--- src/rtl/core/tcr_pkg.sv ---
package tcr_pkg;

	localparam int COORD_W     = 32;
	localparam int COLOR_W     = 8;
	localparam int TEXID_W     = 16;
	localparam int CFG_INDEX_W = 2;
	localparam int QUEUE_DEPTH = 2;

	localparam logic [CFG_INDEX_W-1:0] CFG_CULL_ENABLE  = 2'd0;
	localparam logic [CFG_INDEX_W-1:0] CFG_FRONT_IS_CCW = 2'd1;

	typedef struct packed {
		logic signed [COORD_W-1:0] x;
		logic signed [COORD_W-1:0] y;
		logic signed [COORD_W-1:0] z;
		logic signed [COORD_W-1:0] w;
		logic [COLOR_W-1:0]        red;
		logic [COLOR_W-1:0]        green;
		logic [COLOR_W-1:0]        blue;
		logic [COLOR_W-1:0]        alpha;
		logic signed [COORD_W-1:0] u;
		logic signed [COORD_W-1:0] v;
	} vertex_t;

	typedef struct packed {
		vertex_t [2:0]      vert;
		logic [TEXID_W-1:0] tex_id;
	} tri_t;

	typedef struct packed {
		logic cull_enable;
		logic front_is_ccw;
	} cfg_t;

endpackage

--- src/rtl/core/tcr_queue.sv ---
module tcr_queue #(
	parameter int DEPTH = tcr_pkg::QUEUE_DEPTH
) (
	input  logic          clk,
	input  logic          arst_n,
	input  logic          push,
	input  tcr_pkg::tri_t wr_data,
	output logic          full,
	input  logic          pop,
	output logic          empty,
	output tcr_pkg::tri_t rd_data
);
	import tcr_pkg::*;

	localparam int PTR_W = (DEPTH > 1) ? $clog2(DEPTH) : 1;
	localparam int CNT_W = $clog2(DEPTH + 1);
	localparam logic [PTR_W-1:0] LAST_PTR = PTR_W'(DEPTH - 1);
	localparam logic [CNT_W-1:0] FULL_CNT = CNT_W'(DEPTH);

	tri_t             entries_q [DEPTH];
	logic [PTR_W-1:0] wr_ptr_q;
	logic [PTR_W-1:0] rd_ptr_q;
	logic [CNT_W-1:0] count_q;

	assign full    = count_q == FULL_CNT;
	assign empty   = count_q == '0;
	assign rd_data = entries_q[rd_ptr_q];

	always_ff @(posedge clk or negedge arst_n) begin
		if (!arst_n) begin
			wr_ptr_q <= '0;
			rd_ptr_q <= '0;
			count_q  <= '0;
		end else begin
			if (push)
				wr_ptr_q <= (wr_ptr_q == LAST_PTR) ? '0 : wr_ptr_q + 1'b1;
			if (pop)
				rd_ptr_q <= (rd_ptr_q == LAST_PTR) ? '0 : rd_ptr_q + 1'b1;
			if (push && !pop)
				count_q <= count_q + 1'b1;
			else if (pop && !push)
				count_q <= count_q - 1'b1;
		end
	end

	always_ff @(posedge clk) begin
		if (push)
			entries_q[wr_ptr_q] <= wr_data;
	end

endmodule

--- config.mk ---
export PLATFORM = sky130hd
export DESIGN_NAME = tcr_queue
export DESIGN_NICKNAME = d
export VERILOG_FILES = /design/src/rtl/core/tcr_pkg.sv /design/src/rtl/core/tcr_queue.sv
export SDC_FILE = /design/constraint.sdc
export NUM_CORES = 1
export LEC_CHECK = 0
export BUFFER_PORTS_ARGS = -buffer_cell sky130_fd_sc_hd__buf_4
export CAP_MARGIN = 5
export CORE_AREA = 5 5 529 531
export DETAILED_ROUTE_END_ITERATION = 16
export DIE_AREA = 0 0 534 536
export GPL_ROUTABILITY_DRIVEN = 0
export GPL_TIMING_DRIVEN = 0
export MAX_ROUTING_LAYER = met4
export SYNTH_ARGS = -nofsm -noshare
export SYNTH_HDL_FRONTEND = slang
export SYNTH_SLANG_ARGS = --single-unit
--- constraint.sdc ---
create_clock -name clk -period 51.9 [get_ports clk]
set_clock_uncertainty 0.15 [all_clocks]
set_input_delay 2.595 -clock clk [delete_from_list [all_inputs] [get_ports clk]]
set_output_delay 2.595 -clock clk [all_outputs]
set_load 0.01 [all_outputs]
==> impl_metrics.yaml <==
outcome:
  outcome: "complete, no violations"
placed_design:
  dpl_cell_area_mm2: 0.0668
  dpl.hpwl_um: 143000
  portBuffers: 1381
global_routing:
  overflow: 0
  antenna_found_initial: 61
  grt_pass1_vias: 29000
  track_usage_pct: 12.1
  grt_pass1_wl_um: 236000
  grt_max_degree: 64
sta:
  timing.slew.headroom_pct: 51.8
  timing.final.hold_violations: 0
  slew_violations: 0
  worstMarginPinSlew_ns: 0.723
  finalHoldWorstSlack_ns: 0.345
  max_clock_freq_mhz: 170
  finalSetupViolCount: 0
  period_minus_slack_ns: 5.88
  period_share_pct: 11.3
  rsz0062_at_grt: "no"
floorplanning:
  die_h_um: 536
  design.core.area_mm2: 0.275
  initial_core_util_pct: 18.6
  io_pins: 1382
  row_count: 193
  die_w_um: 534
  dieArea_mm2: 0.286
yosys:
  yosysSeqAreaShare_pct: 81.1
  synth_top_area_share_pct: 80.9
  yosys_warnings: 0
  ys_seq_elements: 1380
  yosysUniqueCellTypes: 14
  synth_top_area_cell: "edfxtp_1"
  syn_nets: 2850
  synth_area_leaders: "edfxtp_1 81%, mux2_4 8.8%, mux2_2 8.6%, buf_6 0.75%, buf_4 0.46%"
  synthCells: 2157
  syn_avg_cell_area_um2: 23.7
  synthesis.area_mm2: 0.0511
power_and_ir_drop:
  power_mw: 4.01
  leakagePower_nw: 26.7
  ir_drop_uv: 41.8
  power_density_mw_per_mm2: 56.0
final_layout:
  nNetsFinal: 4426
  drive_gt1_share_pct: 62.0
  area_growth_pct: 40.3
  final_area_mm2: 0.0716
  layout_common_cells: "1412 x buf_4, 1376 x edfxtp_1, 388 x mux2_2, 300 x mux2_4, 156 x clkbuf_16"
  nFillCells: 27600
  final_common_cell: "buf_4"
cts:
  tritoncts.num_buffers: 156
  clkTransAtPathRegs_ns: 0.06
  cts-root-buf: "clkbuf_16"
  post-cts-setup-buffers: 0
  clockBufferDepth: 4
  ctsResizeCount: 0
  clkLatencyLatePin_ns: 0.79
  cts_max_level: 4
  cts_tree: "done"
  cts_num_sinks: 1380
  holdBufCountCts: 0
worst_setup_path:
  worstSetupStartpoint: "push"
  r2r_cells: 13
  criticalPathCategory: "in -> reg"
  worstPathRequired_ns: 52.19
  critPathMaxFanout: 31
  cp-start-kind: "input pin"
  endpoint: "entries_q[0][429]$_DFFE_PP_"
  timing.rr.start: "wr_ptr_q$_DFFE_PN0P_"
  endpoint_kind: "flop"
  reg2reg_slack_ns: 47.51
  critical_path_arrival_ns: 6.17
  r2r-end: "entries_q[0][429]$_DFFE_PP_"
routing:
  drc: 0
  finalWirelength_um: 179000
  vias: 27800
  wl_per_cell_um: 23.9
  postRouteAntennaNets: 0
  viasPerCell: 3.71
  firstDrtPassIters: 5
  drtIter0Drc: 1812
flow_run:
  drv_cap: 0
hold_path:
  hold_path.class: "reg -> reg"
state kept, by name, summed over array words and instances (netlist names):
| signal | flops |
|---|---|
| count_q | 2 |
| entries_q | 1376 |
| rd_ptr_q | 1 |
| wr_ptr_q | 1 |
cell usage after synthesis, drive strengths merged:
| cell type | count |
|---|---|
| mux2 | 688 |
| nor2 | 2 |
| xor2 | 4 |
| ha | 1 |
| inv | 1 |
| edfxtp | 1376 |
| xnor2 | 1 |
| dfrtp | 4 |
| nor2b | 2 |
| and2 | 1 |
| buf | 77 |
area by class of cell:
class                           count  area (um2)  area share, %
Tap cell                         3607        4510           6.30
Multi-Input combinational cell    699        8970           12.5
Inverter                            1        3.75        0.00524
Antenna cell                       25        62.6         0.0874
Timing Repair Buffer             1418       11200           15.6
Clock buffer                      186        4020           5.61
Buffer                             77         676          0.944
Clock inverter                     85         759           1.06
Sequential cell                  1380       41400           57.8
worst max-delay path: stages:
cell and delay (ns):
buf_4 0.10, nor2b_4 0.51, buf_12 0.26, buf_12 0.21, buf_12 0.22, buf_12 0.23, buf_12 0.24, buf_12 0.22
buf_12 0.25, buf_12 0.24, buf_16 0.20, buf_12 0.23, buf_12 0.21, buf_12 0.22
where the power goes:
part           switching, mW  internal, mW
Clock                  0.449         0.592
Sequential            0.0425          1.47
Combinational          0.767         0.684
Total                   1.26          2.75
how the worst min path moves through the flow:
stage                           startpoint                     end  slack [ns]  cells past startpoint
finish              count_q[1]$_DFFE_PN0P_  count_q[1]$_DFFE_PN0P_        0.35                      1
global route        count_q[1]$_DFFE_PN0P_  count_q[1]$_DFFE_PN0P_        0.37                      1
CTS                 count_q[1]$_DFFE_PN0P_  count_q[1]$_DFFE_PN0P_        0.35                      1
detailed placement  count_q[1]$_DFFE_PN0P_  count_q[1]$_DFFE_PN0P_        0.34                      1
global placement      wr_ptr_q$_DFFE_PN0P_    wr_ptr_q$_DFFE_PN0P_        0.32                      1
floorplan             wr_ptr_q$_DFFE_PN0P_    wr_ptr_q$_DFFE_PN0P_        0.31                      1
metal layers:
layer	GRT usage (%)	vias to the layer above	wire [um]	share of wire [%]
li1	-	11800	-	-
met1	13.0	14100	64800	36
met2	20.2	1486	87700	49
met3	5.45	294	21000	12
met4	3.32	0	5300	3.0
met5	-	-	0	0
per-stage QoR:
step                utilization, %  worst slack (ns)  TNS [ns]  instances
floorplan                        -             17.85         0       2157
global placement              24.0             -2.06  -1183.82       7145
detailed placement            24.3             45.19         0       7182
CTS                           26.0             45.88         0       7453
global route                  26.0             45.89         0       7476
finish                        26.0             46.02         0       7478
logic make-up (layout without fill, tap and decap cells):
group / count (synthesis) / in the layout / share of synthesized area, %
xor gates and xnor gates: 5 / 5 / 0.0858
adders and majority gates: 1 / 1 / 0.0245
buffers and inverters: 78 / 1767 / 1.33
DFF: 1380 / 1380 / 81.1
muxes: 688 / 688 / 17.4
other: 0 / 25 / 0
and+or+nand+nor: 5 / 5 / 0.0515
(Power assumes the default switching activity.)
