## src/rtl/core/tcr_pkg.sv

```systemverilog
package tcr_pkg;

	localparam int COORD_W     = 32;
	localparam int COLOR_W     = 8;
	localparam int TEXID_W     = 16;
	localparam int CFG_INDEX_W = 2;
	localparam int QUEUE_DEPTH = 2;

	localparam logic [CFG_INDEX_W-1:0] CFG_CULL_ENABLE  = 2'd0;
	localparam logic [CFG_INDEX_W-1:0] CFG_FRONT_IS_CCW = 2'd1;

	typedef struct packed {
		logic signed [COORD_W-1:0] x;
		logic signed [COORD_W-1:0] y;
		logic signed [COORD_W-1:0] z;
		logic signed [COORD_W-1:0] w;
		logic [COLOR_W-1:0]        red;
		logic [COLOR_W-1:0]        green;
		logic [COLOR_W-1:0]        blue;
		logic [COLOR_W-1:0]        alpha;
		logic signed [COORD_W-1:0] u;
		logic signed [COORD_W-1:0] v;
	} vertex_t;

	typedef struct packed {
		vertex_t [2:0]      vert;
		logic [TEXID_W-1:0] tex_id;
	} tri_t;

	typedef struct packed {
		logic cull_enable;
		logic front_is_ccw;
	} cfg_t;

endpackage

```

## src/rtl/core/tcr_front.sv

```systemverilog
module tcr_front (
	input  logic                     clk,
	input  logic                     arst_n,
	input  logic                     in_valid,
	output logic                     in_ready,
	input  tcr_pkg::vertex_t         in_vert,
	input  logic [tcr_pkg::TEXID_W-1:0] in_tex_id,
	output logic                     q_push,
	output tcr_pkg::tri_t            q_data,
	input  logic                     q_full
);
	import tcr_pkg::*;

	localparam logic [1:0] SLOT_FIRST  = 2'd0;
	localparam logic [1:0] SLOT_SECOND = 2'd1;
	localparam logic [1:0] SLOT_THIRD  = 2'd2;

	logic [1:0] vertex_count_q;
	logic       outside_seen_q;
	vertex_t    v1_q;
	vertex_t    v2_q;
	logic       accept;
	logic       cur_inside;

	// strict -w < c < w on each axis, at 33 bits so that -w cannot overflow
	function automatic logic vertex_inside(vertex_t vt);
		logic signed [COORD_W:0] w_e;
		logic signed [COORD_W:0] nw;
		logic signed [COORD_W:0] xe;
		logic signed [COORD_W:0] ye;
		logic signed [COORD_W:0] ze;
		w_e = (COORD_W+1)'(vt.w);
		nw  = -w_e;
		xe  = (COORD_W+1)'(vt.x);
		ye  = (COORD_W+1)'(vt.y);
		ze  = (COORD_W+1)'(vt.z);
		return (xe > nw) && (xe < w_e) && (ye > nw) && (ye < w_e) &&
			(ze > nw) && (ze < w_e);
	endfunction

	assign in_ready   = (vertex_count_q != SLOT_THIRD) || !q_full;
	assign accept     = in_valid && in_ready;
	assign cur_inside = vertex_inside(in_vert);

	assign q_push            = accept && (vertex_count_q == SLOT_THIRD) &&
		!outside_seen_q && cur_inside;
	assign q_data.vert[0]    = v1_q;
	assign q_data.vert[1]    = v2_q;
	assign q_data.vert[2]    = in_vert;
	assign q_data.tex_id     = in_tex_id;

	always_ff @(posedge clk or negedge arst_n) begin
		if (!arst_n) begin
			vertex_count_q <= SLOT_FIRST;
			outside_seen_q <= 1'b0;
		end else if (accept) begin
			unique case (vertex_count_q)
				SLOT_SECOND: begin
					vertex_count_q <= SLOT_THIRD;
					outside_seen_q <= outside_seen_q || !cur_inside;
				end
				SLOT_THIRD: begin
					vertex_count_q <= SLOT_FIRST;
					outside_seen_q <= 1'b0;
				end
				default: begin
					vertex_count_q <= SLOT_SECOND;
					outside_seen_q <= !cur_inside;
				end
			endcase
		end
	end

	// hold the first two vertices of the triangle
	always_ff @(posedge clk) begin
		if (accept && (vertex_count_q == SLOT_SECOND))
			v2_q <= in_vert;
		if (accept && (vertex_count_q != SLOT_SECOND) && (vertex_count_q != SLOT_THIRD))
			v1_q <= in_vert;
	end

endmodule

```

## config.mk

```make
export PLATFORM = sky130hd
export DESIGN_NAME = tcr_front
export DESIGN_NICKNAME = d
export VERILOG_FILES = /design/src/rtl/core/tcr_pkg.sv /design/src/rtl/core/tcr_front.sv
export SDC_FILE = /design/constraint.sdc
export NUM_CORES = 1
export LEC_CHECK = 0
export ABC_AREA = 1
export BUFFER_PORTS_ARGS = -buffer_cell sky130_fd_sc_hd__buf_2
export CAP_MARGIN = 20
export CORE_AREA = 2 2 365 367
export CTS_CLUSTER_DIAMETER = 120
export DETAILED_ROUTE_END_ITERATION = 7
export DIE_AREA = 0 0 367 369
export PLACE_DENSITY = 0.38
export SYNTH_ARGS = -nofsm -noshare
export SYNTH_HDL_FRONTEND = slang
export SYNTH_SLANG_ARGS = --single-unit
```

## constraint.sdc

```tcl
create_clock -name clk -period 17.99 [get_ports clk]
set_input_delay 3.598 -clock clk [delete_from_list [all_inputs] [get_ports clk]]
set_output_delay 3.598 -clock clk [all_outputs]
set_load 0.005 [all_outputs]
```

==> metrics.txt <==
Hold Path Class reg2reg; final net count 2634; antenna violations before repair 21; Unique masters post-synth 38; Yosys top cell area share 65.29%; CTS tree built; Worst Skew 0.02507 ns; dpl ws 6.388 ns; Max clock buf depth 3; critical path fanouts, max 5; final wirelength 87860 um; H-Tree Depth 2; top_reg_cell synth edfxtp_1; Final Util 20.86%; Die Height 369 um; yosys warns 0; run status completed; hold path depth 2; PostCTS Resize Cnt 0; highest-count cells in the layout ignoring fill and taps buf_2 (901), edfxtp_1 (448), ha_1 (189); gate count of the mapped netlist 1477; largest net degree at the start of global routing 134; final std cells w/o fill 4000; critical path class in2out; CP Data Required Time 14.39 ns; CP endpoint kind output port; RSZ-0062 raised after global routing false; Num CTS Buffers 54; synthesized area 20600 um2; routability cong. 0.7978; Avg Inst Size Synth 13.95 um2; dpl hpwl 72420 um; Worst-path clk slew 0.05 ns; routed vias/inst 3.507; WP data arrival 7.87 ns; clk sinks 451; Leakage 11.54 nW; Tmin final 11.47 ns; die area 135400 um2; # setup viols final 0; Finished Cell Area 27350 um2; R2R depth 8; PortBufs 901; vias in the first global route 13850; FILL cells 14290; PD cells 119.1 nW/um2; Inst Count DP 3900; most common cell after layout, fill and taps aside buf_2; Rows 133; wire per inst 21.97 um; gr usage total 12.40%; Worst-Skew Late Latency 0.64 ns; first-pass GRT wire length 115600 um; Final ANT Viol Nets 0; setup bufs post-CTS 0; grt total ovfl 0; worst vdd ir 0.06476 mV; hold_buf cts 0; Max-cap violations 0; Root Driver clkbuf_16; Core ar. 131100 um2; Final Cycle Share 63.76%; Initial Util 15.71%; Yosys top cell by area edfxtp_1; Area growth syn-to-layout 32.75%; Slew @ Worst Pin 1.171 ns; fin. max-slew vios 0; setup tns final 0 ns; Tot Pwr 3.257 mW; iteration-0 DRC count of the detailed router 701; Die W 367 um; setup ws final 6.520 ns; Max-slew headroom 21.94%; asr flop ratio synth 0.6652%; final number of hold-violating endpoints 0; share of cells above drive strength 1 44.79%; Startpoint Class input pin; drt first pass iters 5; Synth area leaders edfxtp_1 (65%), ha_1 (11%), buf_4 (8.7%); Yosys reg bits 451; Synthesized Nets 1910; f_max 87.18 MHz; Placed Area 25590 um2; post-synthesis sequential area ratio 65.66%; DRC 0; via count 14030; final hold slack 0.5303 ns; IO Pins 934; Post-synth EDFFs 448
routing by layer:
metal  track usage (%)  part of all wire, %
met2             22.58                   52
met3             3.076                  6.6
met4             3.964                  2.7
met1             14.11                   39
met5                 0                0.072
path summary, 6_finish.rpt:
kind / start / to / slack [ns]
min: outside_seen_q / outside_seen_q / 0.53
max reg2reg: vertex_count_q[0] / q_data[412] / 13.43
min reg2reg: outside_seen_q / outside_seen_q / 0.53
min in group asynchronous: arst_n / vertex_count_q[1] / 2.76
max: in_vert[97] / q_push / 6.52
max in group asynchronous: arst_n / outside_seen_q / 15.12
critical path: stages:
cell     delay [ns]
buf_2          0.18
inv_1          0.15
ha_1           0.27
nand3_2        0.15
nor2_2         0.34
inv_1          0.14
nor2_1         0.14
nand2_1        0.08
o21ai_0        0.14
nand2_1        0.12
ha_1           0.31
nand2_1        0.09
nor4_1         0.78
nand2_1        0.11
nand2_1        0.09
nand2_1        0.05
nand2_1        0.06
nand2_1        0.05
nand2_1        0.06
nand2_1        0.05
nand2_1        0.05
nand2_1        0.06
nand3_1        0.07
nand3_1        0.09
nor2_2         0.20
nand2_1        0.13
nor3_2         0.11
buf_2          0.16
synth_stat cells (5+ instances only):
cell / count
nor4_1: 9
nand3_1: 30
inv_1: 84
a211oi_1: 7
nand2_2: 6
o21ai_0: 29
nand2_1: 180
nor3_1: 21
nor2_1: 58
a21oi_1: 79
a21o_1: 7
nand4_1: 18
o21bai_1: 5
ha_1: 189
xor2_1: 24
buf_4: 240
edfxtp_1: 448
nand3b_1: 6
flip-flops by register name, indices dropped and copies added, names as in the netlist:
name            flops
q_data            448
vertex_count_q      2
outside_seen_q      1
logic make-up after synthesis:
kind of cell | synth area share [%]
AOI/OAI and AO/OA | 3.935
xor gates and xnor gates | 1.063
adders and majority gates | 11.48
buffers and inverters | 10.28
DFF | 65.66
and+or+nand+nor | 7.591
layout make-up:
| type | instances | area, um2 | share of cell area, % |
|---|---|---|---|
| Sequential cell | 451 | 13530 | 49.46 |
| Multi-Input combinational cell | 702 | 4977 | 18.20 |
| Timing Repair Buffer | 908 | 4574 | 16.72 |
| Tap cell | 1755 | 2196 | 8.028 |
| Clock buffer | 63 | 1385 | 5.064 |
| Clock inverter | 29 | 355.3 | 1.299 |
| Inverter | 84 | 315.3 | 1.153 |
| Antenna cell | 8 | 20.02 | 0.07319 |
where the power goes:
part / switching [mW] / internal, mW / total (mW)
registers: 0.0445 / 1.45 / 1.50
logic: 0.465 / 0.220 / 0.685
clock network: 0.440 / 0.635 / 1.08
total: 0.950 / 2.31 / 3.26
(Power assumes the default switching activity.)
